--- config.mk ---
export PLATFORM = sky130hd
export DESIGN_NAME = bis_divider
export DESIGN_NICKNAME = d
export VERILOG_FILES = /design/src/hdl/bis_divider.sv
export SDC_FILE = /design/constraint.sdc
export NUM_CORES = 1
export LEC_CHECK = 0
export ABC_AREA = 1
export ABC_CLOCK_PERIOD_IN_PS = 2200
export BUFFER_PORTS_ARGS = -buffer_cell sky130_fd_sc_hd__buf_2
export CORE_MARGIN = 5
export CORE_UTILIZATION = 50
export CTS_BUF_LIST = sky130_fd_sc_hd__clkbuf_8
export CTS_CLUSTER_DIAMETER = 150
export DETAILED_ROUTE_END_ITERATION = 6
export PLACE_DENSITY = 0.76
export SETUP_SLACK_MARGIN = 0.4
export SLEW_MARGIN = 20
export SYNTH_ARGS = -nofsm -noshare
export SYNTH_HDL_FRONTEND = slang
export SYNTH_SLANG_ARGS = --single-unit
--- constraint.sdc ---
create_clock -name clk -period 2.2 [get_ports clk]
set_clock_uncertainty 0.2 [all_clocks]
set_input_delay 0.22 -clock clk [delete_from_list [all_inputs] [get_ports clk]]
set_output_delay 0.22 -clock clk [all_outputs]
set_load 0.005 [all_outputs]
--- src/hdl/bis_divider.sv ---
// ----------------------------------------------------------------------------
// bis_divider: restoring divider, one quotient bit per cycle
// Divides a NUM_W-bit numerator by a DEN_W-bit nonzero denominator.
// ----------------------------------------------------------------------------
module bis_divider #(
	parameter int unsigned NUM_W = 33,
	parameter int unsigned DEN_W = 13
) (
	input  logic             clk,
	input  logic             arst_n,
	input  logic             go,
	input  logic [NUM_W-1:0] num,
	input  logic [DEN_W-1:0] den,
	output logic             done,
	output logic [NUM_W-1:0] quo,
	output logic [DEN_W-1:0] rem
);
	localparam int unsigned CNT_W = $clog2(NUM_W + 1);

	logic [NUM_W-1:0] quo_q;
	logic [DEN_W-1:0] rem_q;
	logic [DEN_W-1:0] den_q;
	logic [CNT_W-1:0] cnt_q;
	logic             busy_q;
	logic [DEN_W:0]   trial;
	logic [DEN_W:0]   diff;

	assign trial = {rem_q, quo_q[NUM_W-1]};
	assign diff  = trial - {1'b0, den_q};

	always_ff @(posedge clk or negedge arst_n) begin
		if (!arst_n) begin
			busy_q <= 1'b0;
			cnt_q  <= '0;
		end else if (go) begin
			busy_q <= 1'b1;
			cnt_q  <= CNT_W'(NUM_W);
		end else if (busy_q) begin
			cnt_q <= cnt_q - 1'b1;
			if (cnt_q == CNT_W'(1)) begin
				busy_q <= 1'b0;
			end
		end
	end

	always_ff @(posedge clk) begin
		if (go) begin
			quo_q <= num;
			rem_q <= '0;
			den_q <= den;
		end else if (busy_q) begin
			if (!diff[DEN_W]) begin
				rem_q <= diff[DEN_W-1:0];
				quo_q <= {quo_q[NUM_W-2:0], 1'b1};
			end else begin
				rem_q <= trial[DEN_W-1:0];
				quo_q <= {quo_q[NUM_W-2:0], 1'b0};
			end
		end
	end

	assign done = busy_q && (cnt_q == CNT_W'(1));
	assign quo  = quo_q;
	assign rem  = rem_q;
endmodule

==> impl_metrics.csv, run 1 <==
group,metric,value,unit
synthesis,yosysUniqueCellTypes,30,
synthesis,synth_flop_cell,"edfxtp_1",
layout,drive_above_1_share,34.0,%
synthesis,async_reset_ff_share,10.6,%
place,dp_cells,655,
synthesis,synth_top_cell_by_area,"edfxtp_1",
clock_network,clock-sinks,66,
layout,num_antenna_cells,0,
clock_network,insertion_delay,0.35,ns
synthesis,synth_edf_count,46,
timing,worst_pin_slew,0.444,ns
critical_path,crit_required,2.29,ns
synthesis,ys_top_cells_by_count,"199 x nand2_1, 68 x inv_1, 46 x edfxtp_1",
timing,period_minus_slack,2.05,ns
timing,drv_slew,0,
synthesis,syn_inst,462,
clock_network,cts_tree,"yes",
synthesis,synthesis.nets,527,
global_route,grt_pass1_vias,3924,
synthesis,synthTopCellsByArea,"edfxtp_1 37%, nand2_1 20%, dfxtp_1 7.0%, inv_1 6.9%, nand3_1 5.5%",
power_and_ir_drop,p_leak,2.82,nW
place,place_congestion,0.880,
timing,finalCritPeriodShare,93.0,%
critical_path,cp-startpoint,"den_q[8]",
synthesis,synth_top_area_share,37.1,%
timing,timing.fmax,0.489,GHz
power_and_ir_drop,max-vdd-ir-drop,0.565,mV
layout,nNetsFinal,701,
floorplanning,die_w,96.3,um
synthesis,synth-seq-cells,66,
synthesis,synth.area.mux_share,0,%
timing,hold_viol,0,
critical_path,endpoint_kind,"register",
detailed_routing,via_count,3730,
place,dpl.hpwl,6.66,mm
synthesis,yosys.cell_count.top_type,"nand2_1",
detailed_routing,first_pass_iters,5,
floorplanning,start_util,51.3,%
global_route,antenna_found_initial,0,
run_status,status,"finished, final reports clean",
detailed_routing,via_per_inst,5.04,
hold_path,hold_path.class,"input port to asynchronous set/reset pin",
critical_path,r2r-start,"den_q[8]",
floorplanning,chipHeight,96.3,um
timing,rsz0062_at_grt,"true",
detailed_routing,detail-route-antenna-nets,0,
floorplanning,coreArea,7250,um^2
synthesis,avgSynthCellArea,8.05,um^2
place,io_buffers,95,
synthesis,synth_top_family_by_area,"simple AND/OR/NAND/NOR gates",
timing,setup_viol,0,
synthesis,netlist_area,3720,um^2
clock_network,clkTransAtPathRegs,0.07,ns
clock_network,cts_max_level,3,
timing,fin_setup_tns,0,ns
synthesis,synth-xor-area-share,1.18,%
power_and_ir_drop,power_density,944,nW/um^2
global_route,grt_max_degree,37,
critical_path,setup.worst_path.start_class,"register",
detailed_routing,drc_errors,0,
clock_network,cts_buffers,9,
synthesis,synth_fa_ha_area_share,5.58,%
timing,slew_headroom,70.4,%
global_route,grt_pass1_wl,17.8,mm
critical_path,crit_path_max_fanout,6,
layout,final_util,75.9,%
detailed_routing,wirelength,11.0,mm
synthesis,synth-compound-area-share,2.62,%
detailed_routing,drt_iter0_markers,221,
clock_network,ctsLongestPathBuffers,2,
synthesis,yosys.area_share.simple,32.4,%
layout,area.growth.synth_to_final,48.0,%
clock_network,clk_root_buffer_cell,"clkbuf_8",
global_route,overflow,0,
global_route,grt_usage,25.3,%
critical_path,cp.arrival,2.14,ns
synthesis,yosysSeqAreaShare,48.8,%
detailed_routing,wl_per_cell,14.8,um
synthesis,synth_warnings,0,
critical_path,crit_type,"register to register",
layout,stdcell_count,740,
floorplanning,row_count,31,
run,maxCapViolations,0,
floorplanning,io_pins,96,
floorplanning,die_area,9270,um^2
cells by family after synthesis:
kind of cell | count (synthesis)
AO/OA/AOI/OAI | 17
XOR/XNOR | 5
adder cells (fa/ha/maj) | 16
buffers and inverters | 81
flip-flops | 66
AND/OR/NAND/NOR | 277
power breakdown:
| group | internal, mW | switching (mW) |
|---|---|---|
| logic | 1.04 | 1.24 |
| registers | 1.57 | 0.185 |
| clock network | 0.648 | 0.516 |
| total | 3.26 | 1.94 |
critical path, stage by stage (launching register included):
cell and delay (ns):
edfxtp_1 0.38, inv_2 0.08, ha_4 0.22, nand2_2 0.07, nand2_2 0.06, inv_2 0.06, nand2_4 0.05, a21oi_4 0.22
nand3_4 0.20, buf_6 0.17, nand3b_1 0.11, nand3_2 0.08, nand2_1 0.06
placed cells by master (no fill, tap or decap), drive strengths merged, types with 2 or more instances in the layout:
cell and count:
clkinv 4, o21ai 5, dfrtp 7, edfxtp 46, inv 69, nand3 43
nand3b 3, bufinv 2, nor2 14, nand2 210, clkbuf 9, buf 126
nand4 5, xor2 2, dfxtp 13, a21oi 11, xnor2 3, nor3 2
ha 15, dlygate4sd3 47
state kept, by name, summed over array words and instances (netlist names):
name,count
busy_q,1
cnt_q,6
den_q,13
quo,33
rem,13
path summary, 6_finish.rpt:
| kind | end | slack, ns | depth (start not counted) |
|---|---|---|---|
| setup / recovery | rem[11] | 0.15 | 12 |
| hold / removal | cnt_q[4] | 0.03 | 2 |
| setup reg to reg | rem[11] | 0.15 | 12 |
| hold reg to reg | rem[6] | 0.29 | 2 |
| max in group asynchronous | cnt_q[1] | 1.62 | 2 |
| min in group clk | den_q[0] | 0.03 | 1 |
metrics by stage:
step | worst slack, ns | cell area, um^2 | total power, mW | hold slack (ns)
2_1_floorplan | 0.334 | 3890 | 3.04 | -0.276
3_3_place_gp | 0.0973 | 4480 | 3.50 | -0.138
3_5_place_dp | 0.0298 | 4480 | 3.55 | -0.142
4_1_cts | 0.213 | 5430 | 5.08 | 0.00976
5_1_grt | 0.0434 | 5510 | 5.55 | 0.0207
6_report | 0.154 | 5510 | 5.20 | 0.0319
what timing repair did:
action                                  in CTS  in global routing
setup buffers                               18                  2
gates resized for setup                     29                 18
cloned                                       2                  0
endpoints found under the hold margin       53                  0
hold buffers                                47                  0
pin swaps                                   15                  6
endpoints found under the setup margin      14                 15
area by class of cell:
class	instances	area, um^2
clock inverters	7	100
clock buffers	9	124
repair buffers	173	1190
inverters	69	263
flip-flops and latches	66	1820
well taps	99	124
multi-input cells	317	1890
fillers	477	1750
layer usage:
| layer | global-route usage (%) | part of all wire, % | up-vias |
|---|---|---|---|
| met1 | 28.4 | 37 | 1714 |
| li1 | - | - | 1817 |
| met5 | 0 | 0 | - |
| met3 | 7.66 | 8.8 | 34 |
| met4 | 13.3 | 3.3 | 0 |
| met2 | 43.0 | 51 | 165 |
(Power assumes the default switching activity.)
==> inputs of run 2 (changes only) <==
- BUFFER_PORTS_ARGS: -buffer_cell sky130_fd_sc_hd__buf_2 -> unset
- DONT_BUFFER_PORTS: unset -> 1
- PLACE_DENSITY: 0.76 -> unset
==> run 2 against run 1 <==
  * Wire length decreased by 13%
  * Die area is the same
  * Power decreased by 9.6%
  * Combinational power fell by 10%
  * Clock power is 25% lower
  * Sequential power hardly changed
==> impl_metrics.csv, run 2 (synthesis results as in run 1) <==
group,metric,value,unit
run_status,status,"finished, final reports clean",
timing,hold_viol,0,
timing,setup_viol,0,
critical_path,cp_slowest_cell,"edfxtp_1",
layout,layout_common_cells,"186 x nand2_1, 59 x inv_1, 48 x dlygate4sd3_1, 46 x edfxtp_1, 27 x nand3_1",
layout,stdcell_count,642,
critical_path,slowest_delay,0.39,ns
hold_path,hold_path.class,"input port to register",
clock_network,insertion_delay,0.35,ns
detailed_routing,via_per_inst,5.05,
floorplanning,die_w,96.3,um
run,maxCapViolations,0,
clock_network,clock-sinks,66,
timing,drv_slew,0,
floorplanning,die_area,9270,um^2
place,placed_cell_area,4020,um^2
floorplanning,row_count,31,
place,place_congestion,0.908,
timing,period_minus_slack,2.05,ns
timing,finalCritPeriodShare,93.3,%
critical_path,crit_required,2.29,ns
critical_path,crit_type,"register to register",
timing,timing.fmax,0.487,GHz
place,dpl_worst_slack,0.0668,ns
power_and_ir_drop,max-vdd-ir-drop,0.481,mV
timing,slew_headroom,70.9,%
layout,drive_above_1_share,21.5,%
critical_path,cp-startpoint,"den_q[8]",
floorplanning,start_util,51.3,%
critical_path,cp.arrival,2.14,ns
critical_path,r2r-start,"den_q[8]",
layout,postLayoutCellArea,4970,um^2
global_route,grt_pass1_vias,3202,
floorplanning,coreArea,7250,um^2
detailed_routing,via_count,3242,
timing,worst_pin_slew,0.436,ns
global_route,grt_pass1_wl,15.4,mm
detailed_routing,wirelength,9.55,mm
hold_path,hold_start,"go",
layout,nFillCells,596,
critical_path,crit_chain,"inv_2 -> ha_4 -> nand2_2 -> nand2_2 -> inv_2 -> nand2_4 -> a21oi_4 -> nand3_4 -> buf_6 -> nand3_1 -> nand3_1 -> nand2_1",
clock_network,cts_tree,"yes",
timing,fin_ws,0.148,ns
layout,largest_reg_flops,33,
clock_network,clkTransAtPathRegs,0.07,ns
detailed_routing,drt_iter0_markers,131,
clock_network,clk_root_buffer_cell,"clkbuf_8",
layout,nNetsFinal,603,
timing,rsz0062_at_grt,"true",
global_route,grt_usage,21.9,%
place,dpl.hpwl,6.05,mm
critical_path,r2r_slack,0.15,ns
critical_path,cp.buffers_inverters,3,
detailed_routing,first_pass_iters,4,
detailed_routing,wl_per_cell,14.9,um
global_route,overflow,0,
timing,fin_setup_tns,0,ns
layout,final_util,68.5,%
place,dp_cells,562,
critical_path,setup.worst_path.start_class,"register",
layout,final_common_cell,"nand2_1",
critical_path,crit_path_max_fanout,6,
critical_path,endpoint_kind,"register",
global_route,antenna_found_initial,0,
floorplanning,io_pins,96,
power_and_ir_drop,power_density,946,nW/um^2
layout,area.growth.synth_to_final,33.6,%
global_route,grt_max_degree,51,
clock_network,cts_max_level,3,
detailed_routing,detail-route-antenna-nets,0,
critical_path,crit_family,"simple AND/OR/NAND/NOR gates",
clock_network,cts_buffers,9,
floorplanning,chipHeight,96.3,um
layout,num_antenna_cells,0,
clock_network,ctsLongestPathBuffers,2,
place,io_buffers,0,
power_and_ir_drop,p_leak,2.40,nW
detailed_routing,drc_errors,0,
run 2: worst paths after layout:
kind | depth (start not counted) | end
max | 12 | rem[1]
max reg2reg | 12 | rem[1]
min in group asynchronous | 2 | cnt_q[2]
max in group asynchronous | 2 | cnt_q[3]
min | 2 | cnt_q[4]
min reg2reg | 1 | cnt_q[5]
run 2: cell type report:
class | count | area [um^2] | area share [%]
Timing Repair Buffer | 75 | 707 | 14.2
Clock inverter | 7 | 40.0 | 0.805
Sequential cell | 66 | 1820 | 36.6
Tap cell | 99 | 124 | 2.49
Inverter | 69 | 263 | 5.29
Clock buffer | 9 | 124 | 2.49
Multi-Input combinational cell | 317 | 1890 | 38.1
run 2: repair_timing:
item | CTS | global route
gates cloned | 2 | 0
hold buffers | 49 | 0
setup endpoints to repair | 14 | 14
pin swaps | 22 | 24
hold endpoints to repair | 70 | 0
gates resized for setup | 25 | 19
setup buffers | 11 | 2
run 2: stage by stage:
step,hold WS [ns],power [mW]
finish,0.0362,4.70
global route,0.0326,5.05
CTS,0.0221,4.60
detailed placement,-0.275,3.40
global placement,-0.275,3.38
floorplan,-0.276,3.04
run 2: layer usage:
| metal | GRT usage (%) | routed length (um) | share of wire [%] |
|---|---|---|---|
| met1 | 25.7 | 3930 | 41 |
| met2 | 36.7 | 4740 | 50 |
| met3 | 7.90 | 747 | 7.8 |
| met4 | 8.06 | 129 | 1.4 |
| met5 | 0 | 0 | 0 |
run 2: power breakdown:
| group | switching, mW | internal (mW) | leakage (nW) |
|---|---|---|---|
| registers | 0.209 | 1.57 | 0.680 |
| logic | 1.14 | 0.904 | 1.63 |
| clock network | 0.474 | 0.396 | 0.0836 |
| total | 1.83 | 2.87 | 2.40 |
==> inputs of run 3 (changes only) <==
- PLACE_DENSITY_LB_ADDON: unset -> 0.08
==> run 3 against run 2 <==
  * Die area unchanged
  * Global-route usage about the same
  * Maximum frequency rose by 2.3%
  * Count of clock-buffer cells in the layout unchanged
  * Worst setup slack better by 0.047 ns
  * Worst hold slack worse by 0.024 ns
  * Sequential power barely moved
  * Power rose by 7.1%
  * Critical path depth decreased by 2
  * Sequential cell count stayed put
  * First-iteration DRC count grew 5.3%
  * Critical endpoint is now rem[4]
  * Highest routed layer unchanged
==> impl_metrics.csv, run 3 (synthesis results as in run 1) <==
group,metric,value,unit
run_status,status,"finished, final reports clean",
detailed_routing,drc_errors,0,
detailed_routing,first_pass_iters,4,
timing,fin_setup_tns,0,ns
detailed_routing,top_layer,"met4",
critical_path,endpoint_kind,"register",
critical_path,setup.worst_path.start_class,"register",
place,dpl_worst_slack,0.0980,ns
hold_path,hold_path.class,"input port to register",
critical_path,crit_family,"simple AND/OR/NAND/NOR gates",
clock_network,clkTransAtPathRegs,0.08,ns
hold_path,whs_path_depth,2,
layout,num_antenna_cells,0,
hold_path,hold_end,"cnt_q[4]",
critical_path,r2r-start,"den_q[12]",
place,dpl.hpwl,6.30,mm
timing,rsz0062_at_grt,"true",
clock_network,cts_buffers,9,
critical_path,cp_common_cell,"nand3_1",
global_route,grt_pass1_vias,3239,
critical_path,cp.arrival,2.10,ns
timing,worst_pin_slew,0.434,ns
clock_network,ctsLongestPathBuffers,2,
critical_path,crit_required,2.29,ns
clock_network,cts_tree,"yes",
timing,timing.fmax,0.499,GHz
detailed_routing,detail-route-antenna-nets,0,
global_route,overflow,0,
global_route,grt_max_degree,50,
detailed_routing,drt_iter0_markers,138,
run,maxCapViolations,0,
place,io_buffers,0,
place,place_congestion,0.901,
critical_path,crit_chain,"inv_1 -> ha_4 -> a21oi_1 -> nand2_2 -> a21oi_4 -> nand3_4 -> buf_6 -> nand3_1 -> nand3_1 -> nand2_1",
detailed_routing,met2_length,4.98,mm
layout,largest_reg_flops,33,
detailed_routing,wirelength,9.65,mm
global_route,grt_pass1_wl,15.4,mm
critical_path,slowest_delay,0.36,ns
critical_path,crit_path_max_fanout,7,
critical_path,critical_path_depth,10,
layout,area.growth.synth_to_final,34.1,%
detailed_routing,via_count,3272,
clock_network,cts_max_level,3,
power_and_ir_drop,max-vdd-ir-drop,0.476,mV
detailed_routing,via_per_inst,5.12,
clock_network,clk_root_buffer_cell,"clkbuf_8",
global_route,antenna_found_initial,0,
timing,setup_viol,0,
layout,layout_common_cells,"186 x nand2_1, 56 x inv_1, 47 x dlygate4sd3_1, 46 x edfxtp_1, 31 x nand3_1",
power_and_ir_drop,p_leak,2.40,nW
timing,finalCritPeriodShare,91.2,%
layout,final_common_cell,"nand2_1",
clock_network,clock-sinks,66,
power_and_ir_drop,power.total,5.03,mW
timing,drv_slew,0,
timing,hold_viol,0,
critical_path,cp.buffers_inverters,2,
floorplanning,die_area,9270,um^2
floorplanning,row_count,31,
clock_network,insertion_delay,0.35,ns
hold_path,hold_start,"go",
detailed_routing,wl_per_cell,15.1,um
critical_path,r2r_end,"rem[4]",
floorplanning,io_pins,96,
floorplanning,start_util,51.3,%
critical_path,r2r_cells,10,
power_and_ir_drop,power_density,1010,nW/um^2
timing,period_minus_slack,2.01,ns
layout,drive_above_1_share,20.7,%
floorplanning,die_w,96.3,um
critical_path,cp_slowest_cell,"edfxtp_1",
detailed_routing,wirelength_met1,3.74,mm
critical_path,r2r_slack,0.19,ns
detailed_routing,route.met3.wl,780,um
global_route,grt_usage,21.9,%
critical_path,crit_type,"register to register",
floorplanning,coreArea,7250,um^2
floorplanning,chipHeight,96.3,um
layout,nNetsFinal,600,
timing,slew_headroom,71.1,%
timing,fin_ws,0.195,ns
run 3: area by class of cell:
class | instances | area [um^2]
fillers | 606 | 2260
multi-input cells | 317 | 1860
flip-flops and latches | 66 | 1820
repair buffers | 72 | 678
inverters | 69 | 263
clock buffers | 9 | 124
well taps | 99 | 124
clock inverters | 7 | 118
run 3: through the flow:
step	util, %	hold WS [ns]	area (um^2)	instances
2_1_floorplan	-	-0.276	3890	462
3_3_place_gp	55.3	-0.275	4010	561
3_5_place_dp	55.3	-0.275	4010	561
4_1_cts	66.9	0.00242	4850	629
5_1_grt	68.8	0.0235	4990	639
6_report	68.8	0.0121	4990	639
run 3: how the worst max path moves through the flow:
stage,from,slack [ns],end
after floorplan,den_q[8],0.33,rem[6]
after global placement,den_q[6],0.12,rem[10]
after detailed placement,den_q[6],0.1,rem[10]
after CTS,quo[32],0.18,rem[12]
after global routing,quo[32],0.05,rem[8]
final,den_q[12],0.19,rem[4]
run 3: repair_timing:
action                     CTS  global route
setup buffers                4             8
cloned                       0             2
gates resized for setup     21            19
hold buffers                48             0
setup endpoints to repair   14            14
pin swaps                    9            20
hold endpoints to repair    68             0
run 3: where the power goes:
group          switching, mW  internal (mW)  total, mW
Clock                  0.496          0.750       1.25
Sequential             0.216           1.57       1.79
Combinational           1.12          0.878       2.00
Total                   1.83           3.20       5.03
run 3: layer usage:
| layer | track usage (%) | vias to the layer above |
|---|---|---|
| met5 | 0 | - |
| met1 | 25.6 | 1523 |
| met3 | 6.65 | 18 |
| met2 | 38.1 | 120 |
| met4 | 7.23 | 0 |
| li1 | - | 1611 |
